===== config.mk =====
export PLATFORM = sky130hd
export DESIGN_NAME = hdot_ctrl
export DESIGN_NICKNAME = d
export VERILOG_FILES = /design/src/rtl/hdot_pkg.sv /design/src/rtl/hdot_ctrl.sv
export SDC_FILE = /design/constraint.sdc
export NUM_CORES = 1
export LEC_CHECK = 0
export ABC_AREA = 1
export BUFFER_PORTS_ARGS = -buffer_cell sky130_fd_sc_hd__buf_2
export CORE_AREA = 3 3 40 42
export DETAILED_ROUTE_END_ITERATION = 10
export DIE_AREA = 0 0 43 45
export PLACE_DENSITY = 0.68
export SYNTH_ARGS = -nofsm -noshare
export SYNTH_HDL_FRONTEND = slang
export SYNTH_SLANG_ARGS = --single-unit

===== constraint.sdc =====
create_clock -name clock -period 2.3 [get_ports clock]
set_input_delay 0.115 -clock clock [delete_from_list [all_inputs] [get_ports clock]]
set_output_delay 0.115 -clock clock [all_outputs]
set_load 0.02 [all_outputs]

===== src/rtl/hdot_pkg.sv =====
// shared constants, codes and types of the hierarchical depth occlusion test
package hdot_pkg;

   localparam int BUF_W   = 256;
   localparam int BUF_H   = 128;
   localparam int TILE_W  = 8;
   localparam int TILE_H  = 8;
   localparam int TILES_X = BUF_W / TILE_W;
   localparam int TILES_Y = BUF_H / TILE_H;
   localparam int TILES   = TILES_X * TILES_Y;
   localparam int PIX     = BUF_W * BUF_H;

   localparam int PIX_AW = (PIX > 1) ? $clog2(PIX) : 1;
   localparam int TAW    = (TILES > 1) ? $clog2(TILES) : 1;
   localparam int TXW    = (TILES_X > 1) ? $clog2(TILES_X) : 1;
   localparam int TYW    = (TILES_Y > 1) ? $clog2(TILES_Y) : 1;
   localparam int LXW    = (TILE_W > 1) ? $clog2(TILE_W) : 1;
   localparam int LYW    = (TILE_H > 1) ? $clog2(TILE_H) : 1;

   localparam logic [15:0] DEPTH_EMPTY = 16'hFFFF;

   localparam logic [1:0] ACT_CLEAR = 2'd0;
   localparam logic [1:0] ACT_WRITE = 2'd1;
   localparam logic [1:0] ACT_BUILD = 2'd2;
   localparam logic [1:0] ACT_QUERY = 2'd3;

   typedef struct packed {
      logic signed [12:0] rect_y1;
      logic signed [12:0] rect_y0;
      logic signed [12:0] rect_x1;
      logic signed [12:0] rect_x0;
      logic [15:0]        depth_value;
      logic [6:0]         pixel_y;
      logic [7:0]         pixel_x;
      logic [1:0]         action;
   } item_type;

   typedef struct packed {
      logic load;
      logic clr_step;
      logic pix_rd;
      logic pix_wr;
      logic bld_rd;
      logic bld_acc;
      logic q_setup;
      logic q_rd;
      logic q_chk;
      logic finish;
   } cmd_type;

   typedef struct packed {
      logic [1:0] act;
      logic       clr_last;
      logic       bld_last;
      logic       q_skip;
      logic       q_stop;
   } status_type;

endpackage


===== src/rtl/hdot_ctrl.sv =====
// controller state machine of the hierarchical depth occlusion test
module hdot_ctrl (
   input  logic                clock,
   input  logic                reset,
   input  logic                req_tvalid,
   output logic                req_tready,
   output logic                rsp_tvalid,
   input  logic                rsp_tready,
   input  hdot_pkg::status_type sts,
   output hdot_pkg::cmd_type    cmd
);

   localparam logic [3:0] S_CLR     = 4'd0;
   localparam logic [3:0] S_IDLE    = 4'd1;
   localparam logic [3:0] S_DISP    = 4'd2;
   localparam logic [3:0] S_WR_RD   = 4'd3;
   localparam logic [3:0] S_WR_WB   = 4'd4;
   localparam logic [3:0] S_BLD_RD  = 4'd5;
   localparam logic [3:0] S_BLD_ACC = 4'd6;
   localparam logic [3:0] S_Q_SETUP = 4'd7;
   localparam logic [3:0] S_Q_RD    = 4'd8;
   localparam logic [3:0] S_Q_CHK   = 4'd9;
   localparam logic [3:0] S_DONE    = 4'd10;

   logic [3:0] state_ff, state_in;
   logic       pend_ff, pend_in;
   logic       rsp_valid_ff, rsp_valid_in;

   assign req_tready = (state_ff == S_IDLE);
   assign rsp_tvalid = rsp_valid_ff;

   always_comb begin
      state_in = state_ff;
      pend_in  = pend_ff;
      cmd      = '0;
      unique case (state_ff)
         S_CLR: begin
            cmd.clr_step = 1'b1;
            if (sts.clr_last) begin
               state_in = pend_ff ? S_DONE : S_IDLE;
            end
         end
         S_IDLE: begin
            if (req_tvalid) begin
               cmd.load = 1'b1;
               state_in = S_DISP;
            end
         end
         S_DISP: begin
            unique case (sts.act)
               hdot_pkg::ACT_CLEAR: begin
                  pend_in  = 1'b1;
                  state_in = S_CLR;
               end
               hdot_pkg::ACT_WRITE: state_in = S_WR_RD;
               hdot_pkg::ACT_BUILD: state_in = S_BLD_RD;
               default:             state_in = S_Q_SETUP;
            endcase
         end
         S_WR_RD: begin
            cmd.pix_rd = 1'b1;
            state_in   = S_WR_WB;
         end
         S_WR_WB: begin
            cmd.pix_wr = 1'b1;
            state_in   = S_DONE;
         end
         S_BLD_RD: begin
            cmd.bld_rd = 1'b1;
            state_in   = S_BLD_ACC;
         end
         S_BLD_ACC: begin
            cmd.bld_acc = 1'b1;
            state_in    = sts.bld_last ? S_DONE : S_BLD_RD;
         end
         S_Q_SETUP: begin
            cmd.q_setup = 1'b1;
            state_in    = sts.q_skip ? S_DONE : S_Q_RD;
         end
         S_Q_RD: begin
            cmd.q_rd = 1'b1;
            state_in = S_Q_CHK;
         end
         S_Q_CHK: begin
            cmd.q_chk = 1'b1;
            state_in  = sts.q_stop ? S_DONE : S_Q_RD;
         end
         S_DONE: begin
            // result register must be free before the new item lands in it
            if (!rsp_valid_ff || rsp_tready) begin
               cmd.finish = 1'b1;
               state_in   = S_IDLE;
            end
         end
         default: state_in = S_IDLE;
      endcase
   end

   always_comb begin
      rsp_valid_in = rsp_valid_ff;
      if (rsp_tready) begin
         rsp_valid_in = 1'b0;
      end
      if (cmd.finish) begin
         rsp_valid_in = 1'b1;
      end
   end

   always_ff @(posedge clock) begin
      if (reset) begin
         state_ff     <= S_CLR;
         pend_ff      <= 1'b0;
         rsp_valid_ff <= 1'b0;
      end else begin
         state_ff     <= state_in;
         pend_ff      <= (state_in == S_CLR) ? pend_in : 1'b0;
         rsp_valid_ff <= rsp_valid_in;
      end
   end

endmodule


Word-level counts from Yosys, hierarchy flattened
Cells that the tools add are included.

Logic and storage cells: 47. Register bits: 6.

Eq/ne operators: 12. Reductions and logical operators: 8. Bitwise operators: 1. Multiplexer cells: 23.

Operators by type and width (number): case mux 4 bit (11 select lines) (1); 2-to-1 mux 4 bit (5); == test 4 x 3 -> 1 bit (second input constant) (4); 2-to-1 mux 1 bit (14); == test 4 bit (second input constant) (3); case mux 3 bit (3 select lines) (1); == test 4 x 2 -> 1 bit (second input constant) (2); zero test 4 bit (2); == test 4 x 1 -> 1 bit (second input constant) (1); 2-to-1 mux 2 bit (2); == test 2 x 1 -> 1 bit (second input constant) (1); == test 2 bit (second input constant) (1); zero test 2 bit (1); AND reduction 2 bit (1); nonzero test 2 bit (1); OR reduction 2 bit (1); zero test 1 bit (1); logical OR 1 bit (1); inverter 1 bit (1).

Depth between registers and ports, before layout
Gate-level depths: netlist of the first run.

Depth after elaboration: 7. Gate-level depth with buffers: 10. Gate-level depth less buffers: 10.

Worst setup path before layout of the first run
No wires, ideal clock.

Path type: reg-to-reg. From: reg state_ff[3]. To: reg pend_ff. Data required time: 2.190 ns. Setup time: 0.110 ns. Slack: 0.957 ns. Cell stages (with the launch flop): 9. Path buffers: 0. Data arrival time: 1.232 ns. Path through: dfxtp_1 inv_2 nand2_2 nor2_1 nand3_1 nand2_1 nor2_1 nand3_1 nor2_1.

Word-level cells in the longest chain between the ends: 5. Elaborated cells between the ends (all ways): 19. Those cells by class: 10 x eq/ne; 4 x mux; 1 x bitwise; 4 x reduce/logical.

Ends and longest elaborated chain: start, declared (line hdot_ctrl.sv:25) `logic [3:0] state_ff, state_in;`; start signal, assigned (line hdot_ctrl.sv:115) `state_ff <= state_in;`; == test 4 bit, or another cell as far along (line hdot_ctrl.sv:36) `unique case (state_ff)`; case mux 4 bit (11 select lines) (line hdot_ctrl.sv:36); zero test 4 bit (line hdot_ctrl.sv:116) `pend_ff <= (state_in == S_CLR) ? pend_in : 1'b0;`; inverter 1 bit (no line); OR reduction 2 bit (no line); end signal, assigned (line hdot_ctrl.sv:116); end, declared (line hdot_ctrl.sv:26) `logic pend_ff, pend_in;`.

Parallel ways exist; a longest one is shown, timed or not. A chain may end at the register's enable or synchronous reset.

==> results of run 1 <==
through the flow:
stage	utilization [%]	hold WS, ns	cells
after global placement	46.7	0.342	126
after detailed placement	46.7	0.344	126
final	48.5	0.0969	129
after CTS	48.5	0.0899	129
after global routing	48.5	0.110	129
after floorplan	-	0.184	91
cell usage in the layout (no fill, tap or decap), drive strengths merged:
| cell | synthesis | routed |
|---|---|---|
| nand3 | 9 | 9 |
| nor2 | 23 | 23 |
| a21oi | 3 | 3 |
| nand2 | 28 | 28 |
| or2 | 1 | 1 |
| buf | 1 | 21 |
| dfxtp | 6 | 6 |
| clkbuf | 0 | 3 |
| nand3b | 1 | 1 |
| o21ai | 1 | 1 |
| nand4 | 1 | 1 |
| inv | 16 | 16 |
| o211ai | 1 | 1 |
power by group through the flow:
stage | Clock, mW | Combinational [mW] | Sequential, mW
finish | 0.0925 | 0.411 | 0.164
CTS | 0.0983 | 0.411 | 0.163
global route | 0.103 | 0.466 | 0.167
detailed placement | 0 | 0.410 | 0.164
floorplan | 0 | 0.308 | 0.158
global placement | 0 | 0.411 | 0.164
worst max path at each step:
stage / to / cells after the start / start / slack (ns)
floorplan: pend_ff / 8 / state_ff[3] / 0.96
global placement: pend_ff / 9 / state_ff[3] / 1.0
finish: cmd[0] / 5 / state_ff[3] / 0.81
CTS: cmd[0] / 5 / state_ff[3] / 0.83
global route: cmd[0] / 5 / state_ff[3] / 0.67
detailed placement: pend_ff / 9 / state_ff[3] / 1.02
final cells by class:
cell class | count | area share (%)
Sequential cell | 6 | 19.3
Clock buffer | 3 | 3.61
Multi-Input combinational cell | 68 | 47.6
Inverter | 16 | 9.64
Tap cell | 15 | 3.01
Timing Repair Buffer | 21 | 16.9
kinds of logic after synthesis:
group | count (synthesis) | share of synthesized area, %
AND/OR/NAND/NOR | 63 | 55.6
flip-flops | 6 | 24.8
AO/OA/AOI/OAI | 5 | 5.68
buffers and inverters | 17 | 14.0
layer usage:
layer,vias to the layer above,track usage (%),share of wire (%)
li1,326,-,-
met1,269,16.7,44
met2,20,22.8,50
met3,0,4.78,6.3
met4,0,1.81,0
met5,-,0,0
worst max-delay path: cells and delay by family, from the launching register on:
kind	cells	cell delay (ns)
AND/OR/NAND/NOR	2	0.38
flip-flops	1	0.44
buffers and inverters	3	0.32
registers in the layout (all words and copies together), names as in the netlist:
name,count
rsp_tvalid,1
pend_ff,1
state_ff,4
==> reports/metrics.cfg, run 1 <==
[critical_path]
arrival_ns=1.38
slowest_stage=dfxtp_1
crit_fanout=6
rrSetupSlack_ns=0.97
endpoint_kind=primary output
critPathLaunchType=flip-flop
crit_chain=inv_2 -> nor2_1 -> nand3_1 -> inv_1 -> buf_2
rr_startpoint=state_ff[3]
worstSetupPathType=reg2out
critPathMaxStageDelay_ns=0.44
crit_required_ns=2.18
rr_worst_depth=9
reg2reg_to=pend_ff

[sta]
finalClockSkew_ns=0.00117
relSlewSlack_pct=81.9
period_share_pct=64.8
tightest_slew_ns=0.271
rsz0062_at_grt=no
setup_viol=0
period_needed_ns=1.49
max_freq_mhz=671
slew_viol_final=0
finalHoldViolCount=0
fin_ws_ns=0.809
tns_ns=0

[synthesis]
synthCells=91
synth_most_common_cell=nand2_1
synth.top_cell.area_share_pct=24.8
async_reset_ff_share_pct=0
synth.avg_cell_area_um2=5.32
synth_nets=101
yosys.cell_types.count=15
synthTopCellsByCount=25 x nand2_1, 21 x nor2_1, 12 x inv_1, 9 x nand3_1, 6 x dfxtp_1
synth_area_um2=484
ys.flop_type=dfxtp_1
seq_area_frac_synth_pct=24.8
yosys-top-cells-area=dfxtp_1 25%, nand2_1 19%, nor2_1 16%, nand3_1 9.3%, inv_1 9.3%
ys_seq_elements=6
synth-edff-count=0
yosys.area.top_type=dfxtp_1
ys_warn_count=0

[routing]
routed_wirelength_um=1210
antenna_left=0
dr.pass1.iters=4
drt-wirelength-per-cell_um=9.41
initialDrtViolationCount=19
vias_per_cell=4.77
num_vias=615
drcViolationCount=0

[final_layout]
stdcell_area_um2=623
multi_input_area_um2=297
syn2layout_area_growth_pct=28.7
nNetsFinal=126
diodes=0
seq_area_um2=120
drive_gt1_share_pct=29.8
fillers=152

[clocking]
cts_buffer_depth=2
cts_root_buf=clkbuf_4
ctsHoldBuffers=0
cts_tree=yes
cts_max_level=1
ctsResizeCount=0
postCtsSetupBuffers=0
clock_latency_ns=0.24
numCtsBuffers=3
clk_pin_slew_worst_paths_ns=0.04
cts.sink_count=6

[power]
power_density_mw_per_mm2=1070
leakage_nw=0.395
pwr-share-comb_pct=61.6
clkPwrFrac_pct=13.9
peakVddDrop_mv=0.518
seqPwrFrac_pct=24.5
p_total_mw=0.668
switching_share_pct=52.1
p_sw_mw=0.348
p_int_mw=0.320

[global_route]
grt_max_degree=7
antenna_found_initial=0
grt_pass1_wl_um=2010
grt_use_total_pct=13.3
grt_pass1_vias=529
overflow=0

[run_status]
status=finished clean

[place]
place.port_buffers=21
gp_congestion=0.850
placed_cell_area_um2=601
dp_slack_ns=1.02
hpwlAfterDp_um=1060

[floorplanning]
die_h_um=45
die_w_um=43
rows=13
dieArea_mm2=0.00194
initial_core_util_pct=37.7
io_pins=22
core_mm2=0.00128

[run]
timing.max_cap.violations=0

[min_path]
hold_path_class=in2reg
hold_depth=2
hold_start=reset
min_to=rsp_tvalid

No activity file was read; power rests on OpenSTA's default activity.
==> run 2: changes to the inputs <==
ABC_AREA = 0   (was 1)
PLACE_DENSITY = 0.69   (was 0.68)
clock period = 1.4 ns   (was 2.3 ns; I/O delays follow)
==> run 2 against run 1 <==
  * The flow now finishes with violations (setup timing)
  * Die area unchanged
  * Final cell count fell by 10%
  * Worst setup slack got worse by 0.85 ns
  * Flip-flop and latch count is the same
  * Clock power is 71% higher
  * Highest routed layer is now met4
  * Clock-buffer cell count unchanged
  * Sequential power is 67% higher
  * Combinational power grew 53%
  * Via count grew 2.1%
  * Sequential share of layout area shrank 3.4 points
  * Synthesized area rose by 3.1%
==> reports/metrics.cfg, run 2 <==
[sta]
tightest_slew_ns=0.404
finalClockSkew_ns=0.00489
fin_hold_ws_ns=0.0314
slew_viol_final=0
period_needed_ns=1.44
max_freq_mhz=694
period_share_pct=103
relSlewSlack_pct=73.0
fin_ws_ns=-0.0406
finalHoldViolCount=0
rsz0062_at_grt=yes
setup_viol=3

[synthesis]
synth_most_common_cell=nor2_1
async_reset_ff_share_pct=0
ys_seq_elements=6
synth.avg_cell_area_um2=7.56
yosys.cell_types.count=31
seq_area_frac_synth_pct=24.1
ys.flop_type=dfxtp_1
synth.top_cell.area_share_pct=24.1
synth-edff-count=0
synthTopCellsByCount=8 x nor2_1, 7 x nor3_1, 6 x dfxtp_1, 6 x nand2b_1, 5 x nor3b_1
ys_warn_count=0
yosys.area.top_type=dfxtp_1
yosys-top-cells-area=dfxtp_1 24%, nand2b_1 7.5%, nor3b_1 7.5%, nor3_1 7.0%, nor2_1 6.0%
synthCells=66
synth_nets=76
synth_area_um2=499

[clocking]
cts_tree=yes
clock_latency_ns=0.25
cts_max_level=1
cts_buffer_depth=2
cts.sink_count=6
clk_pin_slew_worst_paths_ns=0.04
cts_root_buf=clkbuf_4
postCtsSetupBuffers=0
numCtsBuffers=3
ctsHoldBuffers=0

[global_route]
grt_pass1_vias=622
grt_max_degree=12
overflow=0
grt_use_total_pct=17.9
grt_pass1_wl_um=2590
antenna_found_initial=0

[final_layout]
final_common_cell=buf_2
layout_common_cells=19 x buf_2, 17 x buf_4, 7 x nor2_1
drive_gt1_share_pct=59.4
largest_register=state_ff
syn2layout_area_growth_pct=68.9
stdcell_area_um2=843
nNetsFinal=113
diodes=0
largest_register_ff_count=4
stdcell_count=116

[power]
p_total_mw=1.06
peakVddDrop_mv=0.693
power_density_mw_per_mm2=1260
leakage_nw=0.378

[routing]
num_vias=628
drcViolationCount=0
routed_wirelength_um=1580
dr.pass1.iters=4
initialDrtViolationCount=6
drt-wirelength-per-cell_um=13.6
antenna_left=0
vias_per_cell=5.41

[place]
placed_cell_area_um2=761
gp_congestion=0.827
place_inst=113
dp_slack_ns=-0.0536
hpwlAfterDp_um=1200
place.port_buffers=21

[min_path]
hold_path_class=in2reg

[critical_path]
slowest_stage=or3b_4
critPathMaxStageDelay_ns=0.42
critPathLaunchType=flip-flop
worstSetupPathType=reg2reg
arrival_ns=1.57
crit_chain=nor4bb_4 -> a32oi_1 -> or3b_4 -> o31a_1
crit_required_ns=1.53
crit_fanout=10
endpoint_kind=flip-flop

[run_status]
violations=setup timing
status=finished with violations

[floorplanning]
io_pins=22
dieArea_mm2=0.00194
core_mm2=0.00128
die_h_um=45
die_w_um=43
rows=13
initial_core_util_pct=38.9

[run]
timing.max_cap.violations=0

-- run 2: changes by cell type in the layout (fill, tap and decap cells not counted), moves of 6 or more --
| cell | change |
|---|---|
| nand3_1 | -9 |
| inv_1 | -10 |
| nand2b_1 | +6 |
| buf_4 | +17 |
| nand2_1 | -24 |
| nor2_1 | -14 |
-- run 2: layer usage --
metal	routed length [um]	vias up	share of wire [%]	GRT usage [%]
met5	0	-	0	0
met4	8	0	0.51	4.82
met3	75	2	4.7	5.98
met2	845	14	53	32.0
met1	651	293	41	20.5
li1	-	319	-	-
-- run 2: final cells by class --
type                    count  area [um2]
clock buffers               3        22.5
multi-input cells          53         427
fillers                   121         442
flip-flops and latches      6         134
inverters                   2        7.51
repair buffers             37         234
well taps                  15        18.8
-- run 2: path summary, 6_finish.rpt --
| kind | cells past startpoint | to | slack (ns) | startpoint |
|---|---|---|---|---|
| worst max-delay path | 4 | state_ff[3] | -0.04 | state_ff[1] |
| worst min-delay path | 2 | rsp_tvalid | 0.03 | reset |
| worst max register to register | 4 | state_ff[3] | -0.04 | state_ff[1] |
| worst min register to register | 3 | rsp_tvalid | 0.65 | rsp_tvalid |
-- run 2: stage by stage --
stage | utilization (%) | TNS (ns)
2_1_floorplan | - | -0.00147
4_1_cts | 64.3 | -0.0509
3_5_place_dp | 59.2 | -0.133
3_3_place_gp | 59.2 | -0.0820
6_report | 65.6 | -0.0576
5_1_grt | 65.6 | -0.462
-- run 2: critical path: cells and delay by family, from the launching register on --
| kind | cells | cell delay [ns] |
|---|---|---|
| compound gates | 2 | 0.37 |
| flops | 1 | 0.37 |
| simple gates | 2 | 0.58 |
-- run 2: logic make-up (layout without fill, tap and decap cells) --
| group | after synthesis | in the layout | synth area share, % |
|---|---|---|---|
| AND/OR/NAND/NOR | 39 | 39 | 47.6 |
| AO/OA/AOI/OAI | 14 | 14 | 21.6 |
| buffers and inverters | 7 | 42 | 6.77 |
| flip-flops | 6 | 6 | 24.1 |
-- run 2: repair_timing --
action,4_1_cts,5_1_grt
gates resized for setup,11,5
endpoints found under the setup margin,8,9
pin swaps,4,0
-- run 2: report_power, final --
part	internal [mW]	switching (mW)
clock network	0.0969	0.0611
registers	0.209	0.0658
logic	0.319	0.309
==> run 3: changes to the inputs <==
REMOVE_ABC_BUFFERS = 1   (was default)
==> run 3 against run 2 <==
  * The run still ends with setup timing left
  * Clock-buffer cell count unchanged
  * Worst setup slack about the same
  * Routed wire length increased by 9.2%
  * Via count up 5.9%
  * Sequential power down 9.1%
  * Non-clock buffer count rose by 1
  * Highest routed layer unchanged
==> reports/metrics.cfg, run 3 (synthesis results as in run 2) <==
[run_status]
status=finished with violations
violations=setup timing

[routing]
vias_per_cell=5.68
drcViolationCount=0
num_vias=665
initialDrtViolationCount=8
dr.pass1.iters=4
drt-wirelength-per-cell_um=14.8
antenna_left=0
routed_wirelength_um=1730

[final_layout]
diodes=0
largest_register=state_ff
largest_register_ff_count=4
nNetsFinal=114
drive_gt1_share_pct=63.7
final_common_cell=buf_2
fillers=110
layout_common_cells=18 x buf_2, 15 x buf_4, 5 x nor2_1, 5 x buf_6
syn2layout_area_growth_pct=79.4
stdcell_count=117

[sta]
fin_ws_ns=-0.0404
finalClockSkew_ns=0.00671
fin_hold_ws_ns=0.0427
finalHoldViolCount=0
period_share_pct=103
setup_viol=4
period_needed_ns=1.44
tightest_slew_ns=0.405
max_freq_mhz=694
rsz0062_at_grt=yes
slew_viol_final=0
relSlewSlack_pct=73.0
tns_ns=-0.0735

[power]
peakVddDrop_mv=0.592
p_total_mw=1.14
leakage_nw=0.386
power_density_mw_per_mm2=1270

[critical_path]
arrival_ns=1.56
critPathTopFamily=simple AND/OR/NAND/NOR gates
critPathMaxStageDelay_ns=0.43
worstSetupPathType=reg2reg
crit_chain=nor4bb_1 -> a32oi_1 -> or3b_4 -> o31a_1
path_buf_inv=0
crit_required_ns=1.52
endpoint_kind=flip-flop
crit_fanout=5
slowest_stage=or3b_4
critPathLaunchType=flip-flop

[floorplanning]
dieArea_mm2=0.00194
initial_core_util_pct=38.9
die_h_um=45
io_pins=22
rows=13
core_mm2=0.00128
die_w_um=43

[clocking]
cts.sink_count=6
cts_max_level=1
ctsHoldBuffers=0
cts_root_buf=clkbuf_4
clock_latency_ns=0.24
numCtsBuffers=3
clk_pin_slew_worst_paths_ns=0.05
cts_buffer_depth=2
cts_tree=yes

[global_route]
grt_pass1_vias=644
grt_max_degree=12
antenna_found_initial=0
grt_pass1_wl_um=2780
grt_use_total_pct=19.1
overflow=0

[place]
gp_congestion=0.874
hpwlAfterDp_um=1140
place.port_buffers=21
place_inst=113

[min_path]
hold_path_class=in2reg

[run]
timing.max_cap.violations=0

==> run 3: repair_timing <==
action                     CTS  global route
pin swaps                    5             3
resized for setup           14            23
setup endpoints to repair   11            12
buffers inserted             0             1
==> run 3: final timing paths <==
check / start / to / slack (ns) / depth (start not counted)
max: state_ff[2] / state_ff[3] / -0.04 / 4
min: reset / state_ff[2] / 0.04 / 2
max reg2reg: state_ff[2] / state_ff[3] / -0.04 / 4
min reg2reg: state_ff[3] / state_ff[2] / 0.62 / 2
==> run 3: final cells by class <==
cell class	instances	area, um2	share of cell area, %
well taps	15	18.8	2.09
multi-input cells	53	455	50.8
repair buffers	38	259	28.9
inverters	2	7.51	0.838
clock buffers	3	22.5	2.51
flip-flops and latches	6	133	14.8
==> run 3: stage by stage <==
| step | util, % | cell area, um2 | setup slack (ns) |
|---|---|---|---|
| finish | 69.7 | 896 | -0.0404 |
| global placement | 55.8 | 717 | -0.0896 |
| CTS | 60.8 | 781 | -0.0175 |
| detailed placement | 55.8 | 717 | -0.111 |
| floorplan | - | 473 | -0.439 |
| global route | 69.7 | 896 | -0.103 |
==> run 3: power breakdown <==
part | switching, mW | total (mW) | internal [mW]
Clock | 0.0598 | 0.157 | 0.0968
Sequential | 0.0420 | 0.249 | 0.207
Combinational | 0.378 | 0.730 | 0.352
==> run 3: layer usage <==
layer / routed length (um) / GRT usage (%) / vias to the layer above
li1: - / - / 320
met1: 662 / 22.0 / 307
met2: 886 / 32.9 / 34
met3: 143 / 3.98 / 4
met4: 34 / 10.8 / 0
met5: 0 / 0 / -
